--- config.mk ---
export PLATFORM = sky130hd
export DESIGN_NAME = least_loaded_dispatch_unit
export DESIGN_NICKNAME = d
export VERILOG_FILES = /design/src/hw/rtl/lld_pkg.sv /design/src/hw/rtl/lld_alu.sv /design/src/hw/rtl/lld_load_bank.sv /design/src/hw/rtl/least_loaded_dispatch_unit.sv
export VERILOG_INCLUDE_DIRS = /design/src /design/src/hw/rtl
export SDC_FILE = /design/constraint.sdc
export NUM_CORES = 1
export LEC_CHECK = 0
export BUFFER_PORTS_ARGS = -buffer_cell sky130_fd_sc_hd__buf_2
export CAP_MARGIN = 20
export CORE_ASPECT_RATIO = 0.8
export CORE_MARGIN = 5
export CORE_UTILIZATION = 58
export CTS_BUF_LIST = sky130_fd_sc_hd__clkbuf_8
export DETAILED_ROUTE_END_ITERATION = 6
export PLACE_DENSITY = 0.79
export SYNTH_ARGS = -nofsm -noshare
export SYNTH_HDL_FRONTEND = slang
export SYNTH_SLANG_ARGS = --single-unit
--- constraint.sdc ---
create_clock -name clock -period 6.68 [get_ports clock]
set_clock_uncertainty 0.2 [all_clocks]
set_input_delay 1.002 -clock clock [delete_from_list [all_inputs] [get_ports clock]]
set_output_delay 1.002 -clock clock [all_outputs]
set_load 0.02 [all_outputs]
--- src/hw/rtl/least_loaded_dispatch_unit_macros.svh ---
// Assertion macros shared by the dispatch unit RTL.
// The implication form checks the consequent in the same cycle, the next-cycle
// form checks it in the cycle after. Both are disabled while reset is high.
`ifndef LEAST_LOADED_DISPATCH_UNIT_MACROS_SVH
`define LEAST_LOADED_DISPATCH_UNIT_MACROS_SVH

`ifndef SYNTHESIS

`define LLD_ASSERT_IMP(label, clk, rst, ante, cons, msg) \
   label: assert property (@(posedge clk) disable iff (rst) (ante) |-> (cons)) \
      else $error(msg);

`define LLD_ASSERT_NXT(label, clk, rst, ante, cons, msg) \
   label: assert property (@(posedge clk) disable iff (rst) (ante) |=> (cons)) \
      else $error(msg);

`else

`define LLD_ASSERT_IMP(label, clk, rst, ante, cons, msg)

`define LLD_ASSERT_NXT(label, clk, rst, ante, cons, msg)

`endif

`endif

--- src/hw/rtl/lld_pkg.sv ---
package lld_pkg;

   // Size of the counter bank and the widths that follow from it.
   localparam int MAX_COUNTERS = 16;
   localparam int IDX_W        = $clog2(MAX_COUNTERS);

   // Fixed field widths of the words on the ports.
   localparam int TIME_W          = 16;
   localparam int LOAD_W          = 32;
   localparam int WAIT_W          = 48;
   localparam int COUNTER_INDEX_W = 4;
   localparam int CSR_W           = 5;
   localparam int ALU_W           = WAIT_W;

   localparam int REQ_TDATA_W  = TIME_W;
   localparam int RSP_FIELDS_W = COUNTER_INDEX_W + 2 * LOAD_W + WAIT_W;
   localparam int RSP_TDATA_W  = ((RSP_FIELDS_W + 7) / 8) * 8;
   localparam int RSP_PAD_W    = RSP_TDATA_W - RSP_FIELDS_W;

   // Number of active counters after reset.
   localparam logic [CSR_W-1:0] CSR_RESET = 5'd16;

   // Operations of the shared arithmetic unit.
   typedef enum logic [1:0] {
      ALU_LESS,
      ALU_ADD_LOAD,
      ALU_ADD_WAIT
   } alu_op_type;

   // Command from the sequencer to the load bank.
   typedef struct packed {
      logic              clr;
      logic              wr_en;
      logic [IDX_W-1:0]  wr_idx;
      logic [LOAD_W-1:0] wr_data;
   } bank_cmd_type;

   // Layout of the result word, lowest field last.
   typedef struct packed {
      logic [RSP_PAD_W-1:0]       pad;
      logic [WAIT_W-1:0]          total_wait;
      logic [LOAD_W-1:0]          makespan;
      logic [LOAD_W-1:0]          finish_time;
      logic [COUNTER_INDEX_W-1:0] counter_index;
   } rsp_word_type;

endpackage

--- src/hw/rtl/lld_alu.sv ---
module lld_alu (
   input  lld_pkg::alu_op_type       op,
   input  logic [lld_pkg::ALU_W-1:0] a,
   input  logic [lld_pkg::ALU_W-1:0] b,
   output logic [lld_pkg::ALU_W-1:0] res,
   output logic                      less
);

   logic [lld_pkg::ALU_W:0] sum;

   // One wide adder and one comparator, shared by every step of the sequencer.
   assign sum  = {1'b0, a} + {1'b0, b};
   assign less = (a < b);

   // Saturate the sum at the width that the operation asks for.
   always_comb begin
      unique case (op)
         lld_pkg::ALU_ADD_WAIT: begin
            res = sum[lld_pkg::ALU_W] ? '1 : sum[lld_pkg::ALU_W-1:0];
         end
         lld_pkg::ALU_ADD_LOAD: begin
            if (sum[lld_pkg::ALU_W:lld_pkg::LOAD_W] != '0) begin
               res = lld_pkg::ALU_W'({lld_pkg::LOAD_W{1'b1}});
            end else begin
               res = sum[lld_pkg::ALU_W-1:0];
            end
         end
         lld_pkg::ALU_LESS: begin
            res = '0;
         end
         default: begin
            res = '0;
         end
      endcase
   end

endmodule

--- src/hw/rtl/lld_load_bank.sv ---
module lld_load_bank (
   input  logic                              clock,
   input  logic                              reset,
   input  lld_pkg::bank_cmd_type             cmd,
   input  logic [lld_pkg::IDX_W-1:0]         rd_idx,
   output logic [lld_pkg::LOAD_W-1:0]        rd_load,
   output logic                              rd_used
);

   logic [lld_pkg::LOAD_W-1:0]       load_ff [lld_pkg::MAX_COUNTERS];
   logic [lld_pkg::LOAD_W-1:0]       load_in [lld_pkg::MAX_COUNTERS];
   logic [lld_pkg::MAX_COUNTERS-1:0] used_ff;
   logic [lld_pkg::MAX_COUNTERS-1:0] used_in;

   // A counter that has not received a job in this batch reads as zero load.
   assign rd_used = used_ff[rd_idx];
   assign rd_load = used_ff[rd_idx] ? load_ff[rd_idx] : '0;

   // A batch clear drops the used flags; a write stores a load and marks it used.
   always_comb begin
      load_in = load_ff;
      used_in = used_ff;
      if (cmd.clr) begin
         used_in = '0;
      end else if (cmd.wr_en) begin
         load_in[cmd.wr_idx] = cmd.wr_data;
         used_in[cmd.wr_idx] = 1'b1;
      end
   end

   always_ff @(posedge clock) begin
      load_ff <= load_in;
      if (reset) begin
         used_ff <= '0;
      end else begin
         used_ff <= used_in;
      end
   end

endmodule

--- src/hw/rtl/least_loaded_dispatch_unit.sv ---
// Channel   Direction  Word contents (lowest bit first)
// req_      in         tdata: proc_time[15:0]; tuser: first_job
// rsp_      out        tdata: counter_index, finish_time, makespan, total_wait, zero pad
// csr_      in         wdata: counters_in_use[4:0], written when csr_wen is high
//
// A job passes an accept state, a scan state that visits the active counters in turn
// (stopping early when an unused counter turns up), the wait, load and makespan
// update states and an output state that holds until rsp_tready.
// The single shared adder and comparator visits the counters one per cycle.
// Reset zeroes the makespan, waiting total and used flags; 16 counters are active.
// The result stays in the output register until rsp_tready; no new job is taken meanwhile.
`include "least_loaded_dispatch_unit_macros.svh"

module least_loaded_dispatch_unit (
   input  logic                                clock,
   input  logic                                reset,
   // Job words: tdata = proc_time[15:0]; tuser = first_job.
   input  logic                                req_tvalid,
   output logic                                req_tready,
   input  logic [lld_pkg::REQ_TDATA_W-1:0]     req_tdata,
   input  logic [0:0]                          req_tuser,
   // Result words: tdata = counter_index[3:0], finish_time[35:4],
   // makespan[67:36], total_wait[115:68], zero pad[119:116].
   output logic                                rsp_tvalid,
   input  logic                                rsp_tready,
   output logic [lld_pkg::RSP_TDATA_W-1:0]     rsp_tdata,
   // Number of counters that take part in dispatch.
   input  logic                                csr_wen,
   input  logic [lld_pkg::CSR_W-1:0]           csr_wdata
);

   typedef enum logic [2:0] {
      S_IDLE,
      S_SCAN,
      S_WAIT,
      S_LOAD,
      S_MAX,
      S_OUT
   } state_type;

   state_type                       state_ff, state_in;
   logic [lld_pkg::CSR_W-1:0]       csr_ff, csr_in;
   logic [lld_pkg::TIME_W-1:0]      time_ff, time_in;
   logic [lld_pkg::IDX_W-1:0]       idx_ff, idx_in;
   logic [lld_pkg::IDX_W-1:0]       last_ff, last_in;
   logic [lld_pkg::IDX_W-1:0]       best_idx_ff, best_idx_in;
   logic [lld_pkg::LOAD_W-1:0]      best_load_ff, best_load_in;
   logic [lld_pkg::LOAD_W-1:0]      upd_ff, upd_in;
   logic [lld_pkg::LOAD_W-1:0]      max_ff, max_in;
   logic [lld_pkg::WAIT_W-1:0]      wait_ff, wait_in;

   logic [lld_pkg::IDX_W-1:0]       active_last;
   lld_pkg::bank_cmd_type           bank_cmd;
   logic [lld_pkg::LOAD_W-1:0]      rd_load;
   logic                            rd_used;
   lld_pkg::alu_op_type             alu_op;
   logic [lld_pkg::ALU_W-1:0]       alu_a;
   logic [lld_pkg::ALU_W-1:0]       alu_b;
   logic [lld_pkg::ALU_W-1:0]       alu_res;
   logic                            alu_less;
   lld_pkg::rsp_word_type           rsp_word;

   lld_load_bank u_bank (
      .clock   (clock),
      .reset   (reset),
      .cmd     (bank_cmd),
      .rd_idx  (idx_ff),
      .rd_load (rd_load),
      .rd_used (rd_used)
   );

   lld_alu u_alu (
      .op   (alu_op),
      .a    (alu_a),
      .b    (alu_b),
      .res  (alu_res),
      .less (alu_less)
   );

   // Highest active counter index; zero acts as one, too many acts as the bank size.
   always_comb begin
      if (csr_ff == '0) begin
         active_last = '0;
      end else if (32'(csr_ff) > lld_pkg::MAX_COUNTERS) begin
         active_last = lld_pkg::IDX_W'(lld_pkg::MAX_COUNTERS - 1);
      end else begin
         active_last = lld_pkg::IDX_W'(csr_ff - lld_pkg::CSR_W'(1));
      end
   end

   // Handshake and result word come straight from the registers.
   assign req_tready = (state_ff == S_IDLE);
   assign rsp_tvalid = (state_ff == S_OUT);

   assign rsp_word.pad           = '0;
   assign rsp_word.total_wait    = wait_ff;
   assign rsp_word.makespan      = max_ff;
   assign rsp_word.finish_time   = upd_ff;
   assign rsp_word.counter_index = lld_pkg::COUNTER_INDEX_W'(best_idx_ff);
   assign rsp_tdata              = rsp_word;

   // Sequencer: scan the counters, then add the wait, add the load and update the makespan in turn.
   always_comb begin
      state_in     = state_ff;
      csr_in       = csr_wen ? csr_wdata : csr_ff;
      time_in      = time_ff;
      idx_in       = idx_ff;
      last_in      = last_ff;
      best_idx_in  = best_idx_ff;
      best_load_in = best_load_ff;
      upd_in       = upd_ff;
      max_in       = max_ff;
      wait_in      = wait_ff;
      bank_cmd     = '0;
      alu_op       = lld_pkg::ALU_LESS;
      alu_a        = lld_pkg::ALU_W'(rd_load);
      alu_b        = lld_pkg::ALU_W'(best_load_ff);

      unique case (state_ff)
         S_IDLE: begin
            if (req_tvalid) begin
               time_in  = req_tdata[lld_pkg::TIME_W-1:0];
               idx_in   = '0;
               last_in  = active_last;
               state_in = S_SCAN;
               if (req_tuser[0]) begin
                  bank_cmd.clr = 1'b1;
                  max_in       = '0;
                  wait_in      = '0;
               end
            end
         end
         S_SCAN: begin
            // The first unused counter wins at once; otherwise keep the strict minimum.
            if (!rd_used) begin
               best_idx_in  = idx_ff;
               best_load_in = '0;
               state_in     = S_WAIT;
            end else begin
               if (idx_ff == '0 || alu_less) begin
                  best_idx_in  = idx_ff;
                  best_load_in = rd_load;
               end
               if (idx_ff == last_ff) begin
                  state_in = S_WAIT;
               end else begin
                  idx_in = idx_ff + lld_pkg::IDX_W'(1);
               end
            end
         end
         S_WAIT: begin
            alu_op   = lld_pkg::ALU_ADD_WAIT;
            alu_a    = wait_ff;
            alu_b    = lld_pkg::ALU_W'(best_load_ff);
            wait_in  = alu_res;
            state_in = S_LOAD;
         end
         S_LOAD: begin
            alu_op           = lld_pkg::ALU_ADD_LOAD;
            alu_a            = lld_pkg::ALU_W'(best_load_ff);
            alu_b            = lld_pkg::ALU_W'(time_ff);
            upd_in           = alu_res[lld_pkg::LOAD_W-1:0];
            bank_cmd.wr_en   = 1'b1;
            bank_cmd.wr_idx  = best_idx_ff;
            bank_cmd.wr_data = alu_res[lld_pkg::LOAD_W-1:0];
            state_in         = S_MAX;
         end
         S_MAX: begin
            alu_op = lld_pkg::ALU_LESS;
            alu_a  = lld_pkg::ALU_W'(max_ff);
            alu_b  = lld_pkg::ALU_W'(upd_ff);
            if (alu_less) begin
               max_in = upd_ff;
            end
            state_in = S_OUT;
         end
         S_OUT: begin
            if (rsp_tready) begin
               state_in = S_IDLE;
            end
         end
         default: begin
            state_in = S_IDLE;
         end
      endcase
   end

   always_ff @(posedge clock) begin
      time_ff      <= time_in;
      idx_ff       <= idx_in;
      last_ff      <= last_in;
      best_idx_ff  <= best_idx_in;
      best_load_ff <= best_load_in;
      upd_ff       <= upd_in;
      if (reset) begin
         state_ff <= S_IDLE;
         csr_ff   <= lld_pkg::CSR_RESET;
         max_ff   <= '0;
         wait_ff  <= '0;
      end else begin
         state_ff <= state_in;
         csr_ff   <= csr_in;
         max_ff   <= max_in;
         wait_ff  <= wait_in;
      end
   end

   // The best counter so far always lies below the one being scanned.
   `LLD_ASSERT_IMP(a_scan_order, clock, reset, (state_ff == S_SCAN && idx_ff != '0), (best_idx_ff < idx_ff), "best counter not below scan index")
   // The scan never leaves the active counters.
   `LLD_ASSERT_IMP(a_scan_bound, clock, reset, (state_ff == S_SCAN), (idx_ff <= last_ff), "scan index beyond active counters")
   // A job that opens a batch starts from an empty makespan and waiting total.
   `LLD_ASSERT_NXT(a_batch_clear, clock, reset, (req_tvalid && req_tready && req_tuser[0]), (max_ff == '0 && wait_ff == '0), "batch totals not cleared")
   // Once the makespan step is done the result is offered and covers the new load.
   `LLD_ASSERT_NXT(a_makespan, clock, reset, (state_ff == S_MAX), (rsp_tvalid && max_ff >= upd_ff), "makespan below finish time")

endmodule
==> qor.txt, run 1 <==
CTS buffer count: 105
Cts hold-fix bufs: 0
Area leader, netlist: edfxtp_1
Worst min path class: input port to flip-flop
Antenna violations before repair: 1
Nets: 2533
Fillers: 3580
Synth async-reset ratio: 0%
First-pass GRT wire length: 145000 µm
Run status: complete, no violations
Slew @ Worst Pin: 1.08 ns
Final WS setup: 0.0765 ns
Inst Count DP: 3026
Seq/Total Area, Yosys: 63.3%
Final Hold Vio Count: 0
Total GRT Usage: 33.3%
Crit path max-delay family: buffers and inverters
Clk sinks: 708
Synth top area share: 56.8%
Floorplan Core Area: 54200 µm²
Max-slew violation count: 0
P per Cell Area: 291 nW/µm²
Maxcap violations: 0
Synth unique cells: 84
Fin crit share: 98.9%
Clk Latency, worst-skew pair: 0.75 ns
CTS Root Cell: clkbuf_8
Die area: 59900 µm²
Number of synthesized flops with an enable pin: 604
Antenna viol nets, final: 0
Critical Path Fanout Max: 14
Commonest cells post-synth: 604 x edfxtp_1, 181 x nor2_1, 164 x mux4_2
CP dominant cell by count: buf_4
Ys flop type: edfxtp_1
Startpoint Class: flip-flop
Initial Util: 58.9%
Post-synthesis cell area: 31900 µm²
Worst Path Required: 6.96 ns
Via count: 22114
Hold WS: 0.230 ns
Worst-path clk slew: 0.07 ns
Max Freq: 151 MHz
Ranking of synthesized cells by area: edfxtp_1 57%, mux4_2 12%, dfxtp_1 6.5%, ha_1 2.7%, nor2_1 2.1%
Slowest stage delay, CP: 0.53 ns
Crit path max-delay cell type: mux4_2
Grt total ovfl: 0
Arr. time, crit path: 6.88 ns
Crit path buffers/inverters: 9
CTS tree: built
Most frequent cell after synthesis: edfxtp_1
Non-Filler Instances: 3232
Slew Limit Headroom: 28.0%
DR WL/cell: 31.4 µm
HPWL after DPL: 64900 µm
Final setup fails: 0
Cell Area, Placed: 34800 µm²
Mapped Cells: 2133
# rows: 76
# port buffers: 144
Routability cong.: 1.01
Final instance area: 37200 µm²
CTS HTree Levels: 3
WL final: 101000 µm
Util after Layout: 68.7%
VDD IR max: 221 µV
Period minus WS final: 6.60 ns
Share of post-route cells with drive strength above 1: 29.7%
DR pass1 iterations: 6
Crit path kind: flip-flop to flip-flop
Residual DRC: 0
Leakage power: 12.1 nW
Endpoint type of the worst setup path: flip-flop
P&R area growth vs syn: 16.6%
Starting DRT DRC Count: 3303
Syn_area_per_cell: 15.0 µm²
Number of global-route vias before repair: 21637
Die Y: 220 µm
Dpl ws: -0.215 ns
Chip width: 272 µm
Largest net degree at the start of global routing: 69
Seq cells post-synth: 708
Top Ports: 149
Clk buf depth: 3
Routed vias/inst: 6.84
Yosys warnings: 0
-- cell type report --
cell class                 count  area [µm²]  area share (%)
sequential                   708       20200            54.3
timing repair buffer         331        2480            6.67
multi-input combinational   1222       11300            30.4
tap                          702         878            2.36
inverter                      68         255           0.686
clock buffer                 114        1570            4.22
antenna                        4        10.0          0.0269
clock inverter                83         482            1.29
-- per-stage QoR --
stage | total power, W | TNS, ns
after global placement | 0.00728 | -2.65
final | 0.0108 | 0
after CTS | 0.0107 | -0.125
after floorplan | 0.00635 | 0
after global routing | 0.0112 | -0.582
after detailed placement | 0.00731 | -15.00
-- repair_timing --
action	CTS	global route
hold endpoints to repair	0	0
pin swaps	0	1
gates cloned	0	3
endpoints found under the setup margin	392	579
setup buffers	0	2
gates resized for setup	20	47
-- power breakdown --
part / leakage [nW] / switching (W) / total [W] / internal, W
clock: 1.15 / 0.00175 / 0.00346 / 0.00171
sequential: 5.42 / 0.0000594 / 0.00491 / 0.00485
combinational: 5.57 / 0.00152 / 0.00247 / 0.000950
-- kinds of logic (layout without fill, tap and decap cells) --
logic type	after synthesis	in the layout	synth area share [%]
simple gates	495	495	7.67
other cells	1	8	0.0117
mux	175	175	11.9
compound gates	430	430	10.4
xor+xnor	48	48	1.32
flops	708	708	63.3
fa+ha+maj	70	70	2.77
buf+inv	206	596	2.59
-- path summary, 6_finish.rpt --
path	start	end	slack, ns	depth (start not counted)
max	idx_ff[0]	upd_ff[5]	0.08	26
min	req_tdata[7]	time_ff[7]	0.23	1
max reg2reg	idx_ff[0]	upd_ff[5]	0.08	26
min reg2reg	u_bank.used_ff[10]	u_bank.used_ff[10]	0.27	1
-- per-layer routing --
layer / vias to the layer above / track usage [%] / wire length (µm)
met5: - / 0 / 0
met4: 0 / 11.8 / 4110
met3: 292 / 8.90 / 13800
met2: 1764 / 49.8 / 45400
met1: 11036 / 48.0 / 38000
li1: 9022 / - / -
-- state kept, by name, indices dropped and copies added, names as in the netlist --
name,flops
csr_ff,5
idx_ff,4
u_bank.load_ff,512
best_idx_ff,4
u_bank.used_ff,16
time_ff,16
max_ff,32
best_load_ff,32
last_ff,4
wait_ff,48
upd_ff,32
state_ff,3
-- placed cells by master (no fill, tap or decap), types with 29 or more instances in the layout --
cell type,instances
nor2b_1,46
a22o_1,50
nor2_1,133
o21ai_0,40
nand2b_1,29
o21a_1,47
a221o_1,52
nand2_1,86
inv_1,96
buf_4,162
ha_1,66
a22oi_1,42
buf_2,144
mux4_2,164
a21oi_1,54
dfxtp_1,103
clkbuf_8,114
edfxtp_1,604
No activity file was read; power rests on OpenSTA's default activity.
==> run 2, diff against run 1 <==
- PLACE_DENSITY: 0.79 -> 0.91
==> run 2 against run 1 <==
  * The flow now finishes with violations (setup timing)
  * Wire length decreased by 0.63%
  * Die area unchanged
  * Hold slack improved by 0.021 ns
  * Register-to-register slack got worse by 0.17 ns
  * First-iteration DRC count increased by 25%
  * Via count increased by 1.8%
  * Critical endpoint is now upd_ff[21]
  * Highest routed layer unchanged
==> qor.txt, run 2 (synthesis gave the netlist of run 1 again) <==
Critical Path Fanout Max: 17
Total power draw: 0.0106 W
Top flop regs: u_bank.load_ff: 512 flops, wait_ff: 48 flops
Final Hold Vio Count: 0
P per Cell Area: 287 nW/µm²
Routability cong.: 1.04
Dpl ws: -0.362 ns
R2R cell count: 25
Hold worst-path end: time_ff[13]
# port buffers: 144
Fillers: 3381
CP dominant cell by count: buf_4
RSZ-0062 raised after global routing: true
Final setup fails: 17
R2R setup slack: -0.1 ns
Clk buf depth: 3
Number of global-route vias before repair: 22191
P&R area growth vs syn: 16.0%
Final WS setup: -0.0962 ns
Period minus WS final: 6.78 ns
WL final: 101000 µm
CTS HTree Levels: 3
Crit path buffers/inverters: 8
Worst Path Required: 6.91 ns
Leakage power: 12.0 nW
Starting DRT DRC Count: 4131
Antenna violations before repair: 0
Residual DRC: 0
Arr. time, crit path: 7.01 ns
Slew Limit Headroom: 27.0%
Worst min path class: input port to flip-flop
Initial Util: 58.9%
Commonest non-fill, non-tap cell in the layout: edfxtp_1
Cts hold-fix bufs: 0
Hold Startpoint: req_tdata[13]
# rows: 76
Endpoint type of the worst setup path: flip-flop
First-pass GRT wire length: 144000 µm
Startpoint Class: flip-flop
Top Ports: 149
Grt total ovfl: 0
Maxcap violations: 0
DR pass1 iterations: 7
Crit path max-delay cell type: mux4_2
Floorplan Core Area: 54200 µm²
Run status: finished, violations left
Max Freq: 148 MHz
Setup tns final: -0.264 ns
Crit path kind: flip-flop to flip-flop
CTS Root Cell: clkbuf_8
Antenna viol nets, final: 0
CTS tree: built
HPWL after DPL: 65800 µm
Max reg flops: 512
Nets: 2519
Die Y: 220 µm
Hold path depth: 1
Clk Latency, worst-skew pair: 0.73 ns
Failing checks: setup timing
Largest net degree at the start of global routing: 92
Chip width: 272 µm
Max-slew violation count: 0
VDD IR max: 266 µV
DR WL/cell: 31.4 µm
Crit path max-delay family: compound AO/OA/AOI/OAI gates
Worst r2r dst: upd_ff[21]
Total GRT Usage: 32.8%
Fin crit share: 101%
Multi-input logic area: 11500 µm²
Via count: 22511
Worst-path clk slew: 0.07 ns
Commonest cells after routing, fill and taps aside: 604 x edfxtp_1, 164 x mux4_2, 153 x buf_4, 144 x buf_2, 135 x nor2_1
Share of post-route cells with drive strength above 1: 29.1%
Most flops, register: u_bank.load_ff
Routed vias/inst: 7.02
CTS buffer count: 99
Slowest stage delay, CP: 0.50 ns
Slew @ Worst Pin: 1.09 ns
Clk sinks: 708
Hold WS: 0.250 ns
Register Area: 20200 µm²
Worst r2r src: idx_ff[0]
Die area: 59900 µm²
[run 2: changes by cell type in the layout (fill, tap and decap cells not counted), sizes merged]
cell	previous run	this run
clkinv	43	31
inv	100	110
clkbuf	117	108
buf	328	322
clkinvlp	5	2
diode	4	1
bufinv	3	2
[run 2: worst max path at each step]
stage	start	end	slack, ns	depth (start not counted)
after global placement	idx_ff[0]	u_bank.load_ff[173]	-0.16	22
after global routing	idx_ff[0]	upd_ff[21]	-0.15	22
after floorplan	idx_ff[0]	u_bank.load_ff[119]	0.02	21
final	idx_ff[0]	upd_ff[21]	-0.1	25
after CTS	idx_ff[0]	u_bank.load_ff[359]	-0.09	26
after detailed placement	idx_ff[0]	u_bank.load_ff[205]	-0.36	21
[run 2: layout make-up]
type | count | area share [%]
clock buffer | 107 | 3.98
multi-input combinational | 1222 | 30.9
timing repair buffer | 323 | 6.35
tap | 702 | 2.37
sequential | 708 | 54.6
clock inverter | 77 | 1.07
antenna | 1 | 0.00676
inverter | 68 | 0.689
[run 2: what timing repair did]
action,4_1_cts,5_1_grt
pin swaps,0,3
setup endpoints to repair,550,572
buffers inserted,0,8
resized for setup,32,62
[run 2: through the flow]
step / utilization, % / area (µm²) / instances
floorplan: - / 32000 / 2136
global placement: 63.9 / 34600 / 3011
detailed placement: 63.9 / 34600 / 3012
CTS: 67.6 / 36600 / 3196
global route: 68.3 / 37000 / 3207
finish: 68.3 / 37000 / 3208
[run 2: metal layers]
layer  routed length (µm)  GRT usage, %
met5                    0             0
met1                35100          44.5
met3                15100          10.3
met4                 5800          15.4
met2                44700          49.2
[run 2: power breakdown]
group | switching, W | internal, W | leakage (nW)
Clock | 0.00170 | 0.00156 | 1.10
Sequential | 0.0000659 | 0.00485 | 5.42
Combinational | 0.00153 | 0.000943 | 5.52
Total | 0.00329 | 0.00736 | 12.0
